## src/hdl/iol_pkg.sv

```systemverilog
`default_nettype none

package iol_pkg;

	// Command codes carried on the command field.
	typedef enum logic [2:0] {
		CMD_APPEND     = 3'd0,
		CMD_INSERT     = 3'd1,
		CMD_POP_FRONT  = 3'd2,
		CMD_REMOVE     = 3'd3,
		CMD_READ       = 3'd4
	} cmd_t;

	// Result status codes.
	typedef enum logic [1:0] {
		ST_OK    = 2'd0,
		ST_FULL  = 2'd1,
		ST_EMPTY = 2'd2,
		ST_RANGE = 2'd3
	} status_t;

	// Broadcast controls from the list controller to every cell.
	typedef struct packed {
		logic write;
		logic shift_back;
		logic shift_fwd;
	} cell_ctl_t;

	// Width of the external data and read ports.
	localparam int PORT_WIDTH = 32;
	// Width of the position and entry count ports.
	localparam int POS_PORT_WIDTH = 7;

endpackage

`default_nettype wire

```

## src/hdl/iol_cell.sv

```systemverilog
`default_nettype none

module iol_cell
	import iol_pkg::*;
#(
	parameter int DATA_WIDTH = 32,
	parameter int IW         = 6,
	parameter int INDEX      = 0
) (
	input  logic                  clk,
	input  cell_ctl_t             ctl,
	input  logic [IW-1:0]         pos,
	input  logic [DATA_WIDTH-1:0] wr_data,
	input  logic [DATA_WIDTH-1:0] left,
	input  logic [DATA_WIDTH-1:0] right,
	output logic [DATA_WIDTH-1:0] data
);

	localparam logic [IW-1:0] SLOT = IW'(INDEX);

	logic [DATA_WIDTH-1:0] data_q;

	// The target slot takes the new word; slots behind it move toward the back
	// on insert, and slots at or behind it pull from their back neighbor on remove.
	always_ff @(posedge clk) begin
		if (ctl.write && (pos == SLOT)) begin
			data_q <= wr_data;
		end else if (ctl.shift_back && (SLOT > pos)) begin
			data_q <= left;
		end else if (ctl.shift_fwd && (SLOT >= pos)) begin
			data_q <= right;
		end
	end

	assign data = data_q;

endmodule

`default_nettype wire

```

## config.mk

```make
export PLATFORM = sky130hd
export DESIGN_NAME = iol_cell
export DESIGN_NICKNAME = d
export VERILOG_FILES = /design/src/hdl/iol_pkg.sv /design/src/hdl/iol_cell.sv
export SDC_FILE = /design/constraint.sdc
export NUM_CORES = 1
export LEC_CHECK = 0
export BUFFER_PORTS_ARGS = -buffer_cell sky130_fd_sc_hd__buf_4
export CORE_AREA = 2 2 69 71
export CTS_CLUSTER_SIZE = 16
export DETAILED_ROUTE_END_ITERATION = 8
export DIE_AREA = 0 0 71 73
export PLACE_DENSITY = 0.75
export SLEW_MARGIN = 20
export SYNTH_ARGS = -nofsm -noshare
export SYNTH_HDL_FRONTEND = slang
export SYNTH_SLANG_ARGS = --single-unit
```

## constraint.sdc

```tcl
create_clock -name clk -period 2.06 [get_ports clk]
set_input_delay 0.206 -clock clk [delete_from_list [all_inputs] [get_ports clk]]
set_output_delay 0.206 -clock clk [all_outputs]
set_load 0.02 [all_outputs]
```

; ---- After elaboration in Yosys (flattened, before gate mapping)
; Cells that the tools add are included.
[op_classes]
muxes = 3
n_lt_le_gt_ge = 2
n_reduce_logical = 5
[ops]
columns = cell, n
row1 = 32-bit 2-to-1 mux, 3
row2 = 1-bit by 6-bit >= comparator with 1-bit output (first input constant), 1
row3 = 1-bit by 6-bit greater-than comparator with 1-bit output (first input constant), 1
row4 = 6-bit logical NOT, 1
row5 = 1-bit logical AND, 3
row6 = 3-bit nonzero test, 1
[totals]
ff_bits = 32
output_inout_bits = 32

; ---- Longest topological paths before layout
; Gate-level depths: netlist (run 1).
[logic_depth]
depth_word = 5
depth_mapped = 4
mapped_depth_nobuf = 3

; ---- Worst setup path before layout (run 1)
; OpenSTA, ideal clock, no wires.
[synth_timing]
path_kind = in2reg
from = in pos[1]
to = reg data_q[0], in the netlist data[0], enable pin
stages = 2
path_buffers = 0
arrival_time_ns = 1.271
path_slack_ns = 0.402
path_cell_list = nor4_4 > o211a_1
[synth_via]
elab_chain_cells = 3
word_cells_on_any_way = 7
[synth_lines]
columns = element, line
row1 = from (decl), iol_cell.sv:12  ; input logic [IW-1:0] pos,
row2 = "1-bit by 6-bit greater-than comparator with 1-bit output, or another cell as far along", iol_cell.sv:28  ; end else if (ctl.shift_back && (SLOT > pos)) begin
row3 = 1-bit logical AND (on tied branches), "iol_cell.sv:28, iol_cell.sv:26, iol_cell.sv:30"
row4 = 3-bit nonzero test (no line) *, n/a
row5 = to (signal assigned), iol_cell.sv:27  ; data_q <= wr_data;
row6 = to (signal assigned), iol_cell.sv:29  ; data_q <= left;
row7 = to (signal assigned), iol_cell.sv:31  ; data_q <= right;
row8 = to (decl), iol_cell.sv:21  ; logic [DATA_WIDTH-1:0] data_q;
; Every way passes the cells marked *; elsewhere a longest branch is shown, timed or not.
; A chain may end at the register's enable or synchronous reset.

; ---- Final worst setup path (run 1)
[layout_timing]
from = in pos[1]
to = reg data_q[25], in the netlist data[25], data pin
[layout_via]
elab_chain_cells = 4
word_cells_on_any_way = 6
[layout_lines]
columns = element, line
row1 = 1-bit by 6-bit greater-than comparator with 1-bit output, iol_cell.sv:28
row2 = 1-bit logical AND, iol_cell.sv:28
row3 = 32-bit 2-to-1 mux, iol_cell.sv:28
row4 = 32-bit 2-to-1 mux *, iol_cell.sv:26  ; if (ctl.write && (pos == SLOT)) begin
; Marks and branches as above.

==> results of run 1 <==
critical path: stages:
cell and delay, ps:
buf_4 120, nor4_4 310, nand3_2 100, buf_4 320, mux2_4 360
cell usage in the layout, fill, tap and decap left out:
master	count
bufinv_16	1
mux2_4	30
nand3_2	1
buf_4	106
nor4_4	1
mux2_2	2
clkinvlp_4	1
edfxtp_1	32
clkbuf_8	5
nor2_1	1
o211a_1	1
clkinv_2	1
stage by stage:
stage | power, mW | area [um2] | std cells | setup WS (ps)
2_1_floorplan | 0.801 | 1510 | 71 | 402
3_3_place_gp | 0.916 | 2340 | 228 | 421
3_5_place_dp | 0.924 | 2340 | 228 | 372
4_1_cts | 1.52 | 2450 | 236 | 680
5_1_grt | 1.55 | 2450 | 236 | 644
6_report | 1.49 | 2450 | 236 | 677
synthesized netlist by cell type:
| master | instances | area share, % |
|---|---|---|
| nor4_4 | 1 | 1.4 |
| edfxtp_1 | 32 | 64 |
| mux2_4 | 30 | 30 |
| o211a_1 | 1 | 0.66 |
| buf_6 | 3 | 2.2 |
| nor2_1 | 1 | 0.25 |
| mux2_2 | 2 | 1.5 |
| nand3_2 | 1 | 0.66 |
worst min-delay path by stage:
stage	to	slack (ps)	depth (start not counted)
2_1_floorplan	data[10]$_DFFE_PP_	420	1
3_3_place_gp	data[11]$_DFFE_PP_	510	2
3_5_place_dp	data[11]$_DFFE_PP_	510	2
4_1_cts	data[11]$_DFFE_PP_	210	2
5_1_grt	data[11]$_DFFE_PP_	210	2
6_report	data[11]$_DFFE_PP_	220	2
metal layers:
metal,track usage [%],share of wire (%)
met5,0,0
met4,7.34,1.5
met3,2.35,5.0
met2,26.0,63
met1,11.6,30
logic make-up (layout without fill, tap and decap cells):
| family | Yosys count | in the layout | share of synthesized area, % |
|---|---|---|---|
| buffers and inverters | 3 | 114 | 2.23 |
| multiplexers | 32 | 32 | 31.3 |
| AO/OA/AOI/OAI | 1 | 1 | 0.662 |
| AND/OR/NAND/NOR | 3 | 3 | 2.32 |
| flip-flops | 32 | 32 | 63.5 |
area by class of cell:
cell class	instances	area [um2]	area share, %
sequential	32	961	39.2
multi-input combinational	36	518	21.1
clock inverter	3	42.5	1.73
clock buffer	5	68.8	2.80
timing repair buffer	106	796	32.4
tap	54	67.6	2.75
where the power goes:
part | total, mW | switching [mW] | leakage (nW) | internal (mW)
Sequential | 0.725 | 0.00168 | 0.288 | 0.723
Clock | 0.586 | 0.229 | 0.0541 | 0.358
Combinational | 0.183 | 0.0462 | 0.824 | 0.137
==> summary.md, run 1 <==
| Metric | Value |
|---|---|
| Syn_nets | `177` |
| CP endpoint | `data[25]$_DFFE_PP_` |
| Routability cong. | `0.716` |
| # setup viols final | `0` |
| Drt pass-1 iters | `2` |
| Root Buffer | `clkbuf_8` |
| Critical Path RT | `2080 ps` |
| Ys Warns | `0` |
| Wire per inst | `14.8 um` |
| Kind of critical path | `in -> reg` |
| GR Overflow Total | `0` |
| Residual DRC | `0` |
| Hold path start | `wr_data[11]` |
| Post-CTS Repair Setup Buffers | `0` |
| Clock Sinks | `32` |
| Die height | `73 um` |
| Outcome | `complete, no violations` |
| Deepest clock path buffer count | `2` |
| Setup TNS Final | `0 ps` |
| CTS Hold Bufs | `0` |
| Cell Pwr Density | `609 nW/um2` |
| Max reg flops | `32` |
| # port buffers | `104` |
| Mean Syn Cell Area | `21.3 um2` |
| Largest net degree at the start of global routing | `33` |
| HP Class | `in -> reg` |
| Sequential-to-total area share from yosys stat | `63.5%` |
| Starting Density | `33.4%` |
| Clock tree from TritonCTS | `done` |
| Final wirelength | `3.50 mm` |
| Period Utilization, post-route | `67.1%` |
| Clock transition at path regs | `70 ps` |
| Initial drt markers | `34` |
| Crit path arrival time | `1410 ps` |
| Post-synth cell types | `8` |
| Startpoint types | `input pin` |
| Total track usage | `12.8%` |
| Antenna violations before repair | `0` |
| Worst setup EP type | `flip-flop` |
| Layout cells sized above 1 | `81.3%` |
| Max-slew violations | `0` |
| Vias in the first global route | `1131` |
| Syn Inst Count | `71` |
| Antenna Cells | `0` |
| Num CTS Buffers | `5` |
| Fillers | `387` |
| Detail Route Antenna Nets | `0` |
| Max-cap viol count | `0` |
| VDD IR-drop max | `0.000284 V` |
| First-pass GRT wire length | `4.98 mm` |
| Final hold slack | `220 ps` |
| Final core occ | `54.1%` |
| Final hold vios | `0` |
| RSZ-0062 raised after global routing | `no` |
| Flops & latches, synth | `32` |
| Layout net count | `287` |
| Pleak | `1.17 nW` |
| # IOs | `138` |
| CP Max Fanout | `32` |
| Synthesis-to-layout area growth | `62.2%` |
| Critical Path Start | `pos[1]` |
| DIE AREA | `5180 um2` |
| Rel. slew slack | `62.2%` |
| Die W | `71 um` |
| H-tree Lvls | `2` |
| Final min period | `1380 ps` |
| Vias post-DR | `1061` |
| Post-cts repair resize count | `0` |
| Synthesized area | `1510 um2` |
| DR vias/cell | `4.50` |
| Core area | `4540 um2` |
| Row cnt | `25` |
| Max Clk Rate | `723 MHz` |
| Worst-margin pin slew | `567 ps` |
Note: power is estimated with default switching activity, not from simulation.
==> inputs of run 2 (changes only) <==
Clock period 2.06 ns to 1.4 ns, I/O delays scaled along.
==> run 2 against run 1 <==
Net effect: count of clock-buffer cells in the layout unchanged; sequential share of layout area down 1.0 points; largest cell class unchanged; critical path type unchanged; worst hold slack worse by 65 ps; clock power up 48%; largest power group unchanged; critical endpoint is now data[1]$_DFFE_PP_.
==> summary.md, run 2 (synthesized netlist as in run 1, its figures left out) <==
| Metric | Value |
|---|---|
| Clock share of power | `39.3%` |
| HP Class | `in -> reg` |
| GR Overflow Total | `0` |
| Vias post-DR | `1083` |
| Slowest Stage Delay on Critical Path | `320 ps` |
| Most frequent cells in the layout | `106 x buf_4, 32 x edfxtp_1, 30 x mux2_4` |
| Core area | `4540 um2` |
| Critical path's slowest cell | `mux2_4` |
| Clock transition at path regs | `70 ps` |
| Commonest non-fill, non-tap cell in the layout | `buf_4` |
| Root Buffer | `clkbuf_8` |
| Worst-margin pin slew | `251 ps` |
| Final min period | `1230 ps` |
| Cell Pwr Density | `877 nW/um2` |
| H-tree Lvls | `2` |
| Synthesis-to-layout area growth | `66.7%` |
| Startpoint types | `input pin` |
| Deepest clock path buffer count | `2` |
| Final core occ | `55.6%` |
| Critical Path Start | `pos[1]` |
| Drt pass-1 iters | `4` |
| RSZ-0062 raised after global routing | `no` |
| CP Max Fanout | `32` |
| Critical Path RT | `1430 ps` |
| Layout net count | `290` |
| Worst path depth | `5` |
| CTS Hold Bufs | `0` |
| Total track usage | `13.0%` |
| Detail Route Antenna Nets | `0` |
| # IOs | `138` |
| First-pass GRT wire length | `5.02 mm` |
| Internal power | `1.80 mW` |
| Dpl cells | `231` |
| Row cnt | `25` |
| Wire per inst | `14.3 um` |
| Period Utilization, post-route | `88.1%` |
| Largest net degree at the start of global routing | `33` |
| Psw | `0.415 mW` |
| Post-route insts no fill | `239` |
| Vias in the first global route | `1122` |
| Clock Sinks | `32` |
| Post-cts repair resize count | `0` |
| Layout cells sized above 1 | `82.2%` |
| Starting Density | `33.4%` |
| Pleak | `1.19 nW` |
| Switching Share | `18.8%` |
| DIE AREA | `5180 um2` |
| VDD IR-drop max | `0.000458 V` |
| Routability cong. | `0.689` |
| DR vias/cell | `4.53` |
| Clock tree from TritonCTS | `done` |
| # setup viols final | `0` |
| Die W | `71 um` |
| Setup TNS Final | `0 ps` |
| Die height | `73 um` |
| Max-slew violations | `0` |
| Logic pwr share | `12.5%` |
| Worst setup EP type | `flip-flop` |
| # port buffers | `104` |
| Final wirelength | `3.41 mm` |
| Crit path max-delay family | `simple AND/OR/NAND/NOR gates` |
| Outcome | `complete, no violations` |
| Critical-path cell list | `buf_4 -> nor4_4 -> nand3_2 -> buf_12 -> mux2_4` |
| Final hold vios | `0` |
| Buf/Inv on CP | `2` |
| Antenna Cells | `0` |
| Reg power frac | `48.2%` |
| Initial drt markers | `23` |
| CP endpoint | `data[1]$_DFFE_PP_` |
| Antenna violations before repair | `0` |
| Post-CTS Repair Setup Buffers | `0` |
| Max reg flops | `32` |
| Max-cap viol count | `0` |
| Residual DRC | `0` |
| Kind of critical path | `in -> reg` |
| Num CTS Buffers | `5` |
| Crit path arrival time | `1260 ps` |
| Rel. slew slack | `83.1%` |
| Max Clk Rate | `811 MHz` |
run 2: changes by cell type in the layout (fill, tap and decap cells not counted), sizes merged:
cell and delta:
buf +3
run 2: power groups by stage:
stage / clock (mW) / sequential, mW / combinational [mW]
finish: 0.868 / 1.07 / 0.277
global route: 0.935 / 1.07 / 0.294
CTS: 0.897 / 1.07 / 0.281
detailed placement: 0 / 1.09 / 0.280
global placement: 0 / 1.09 / 0.267
floorplan: 0 / 1.10 / 0.0812
run 2: cell type report:
type | count | area [um2]
Clock inverter | 3 | 42.5
Sequential cell | 32 | 961
Clock buffer | 5 | 68.8
Fill cell | 386 | 2010
Tap cell | 54 | 67.6
Multi-Input combinational cell | 36 | 526
Timing Repair Buffer | 109 | 856
run 2: worst min-delay path by stage:
| stage | startpoint | endpoint | slack [ps] | depth (start not counted) |
|---|---|---|---|---|
| after detailed placement | wr_data[4] | data[4]$_DFFE_PP_ | 440 | 2 |
| after CTS | wr_data[26] | data[26]$_DFFE_PP_ | 140 | 2 |
| after floorplan | right[10] | data[10]$_DFFE_PP_ | 360 | 1 |
| final | wr_data[26] | data[26]$_DFFE_PP_ | 160 | 2 |
| after global routing | wr_data[7] | data[7]$_DFFE_PP_ | 150 | 2 |
| after global placement | right[14] | data[14]$_DFFE_PP_ | 440 | 2 |
run 2: layer usage:
layer | part of all wire (%) | wire length, um | track usage [%]
met1 | 35 | 1200 | 14.2
met2 | 52 | 1780 | 22.7
met3 | 11 | 389 | 4.97
met4 | 1.3 | 46 | 5.66
met5 | 0 | 0 | 0
run 2: stage by stage:
stage | cell area (um2) | hold WS [ps] | total power, mW | worst slack (ps)
after floorplan | 1520 | 357 | 1.18 | 34.6
after global placement | 2410 | 441 | 1.35 | -64.8
after detailed placement | 2410 | 444 | 1.37 | -136
after CTS | 2520 | 144 | 2.24 | 166
after global routing | 2520 | 146 | 2.30 | 137
final | 2520 | 155 | 2.21 | 167
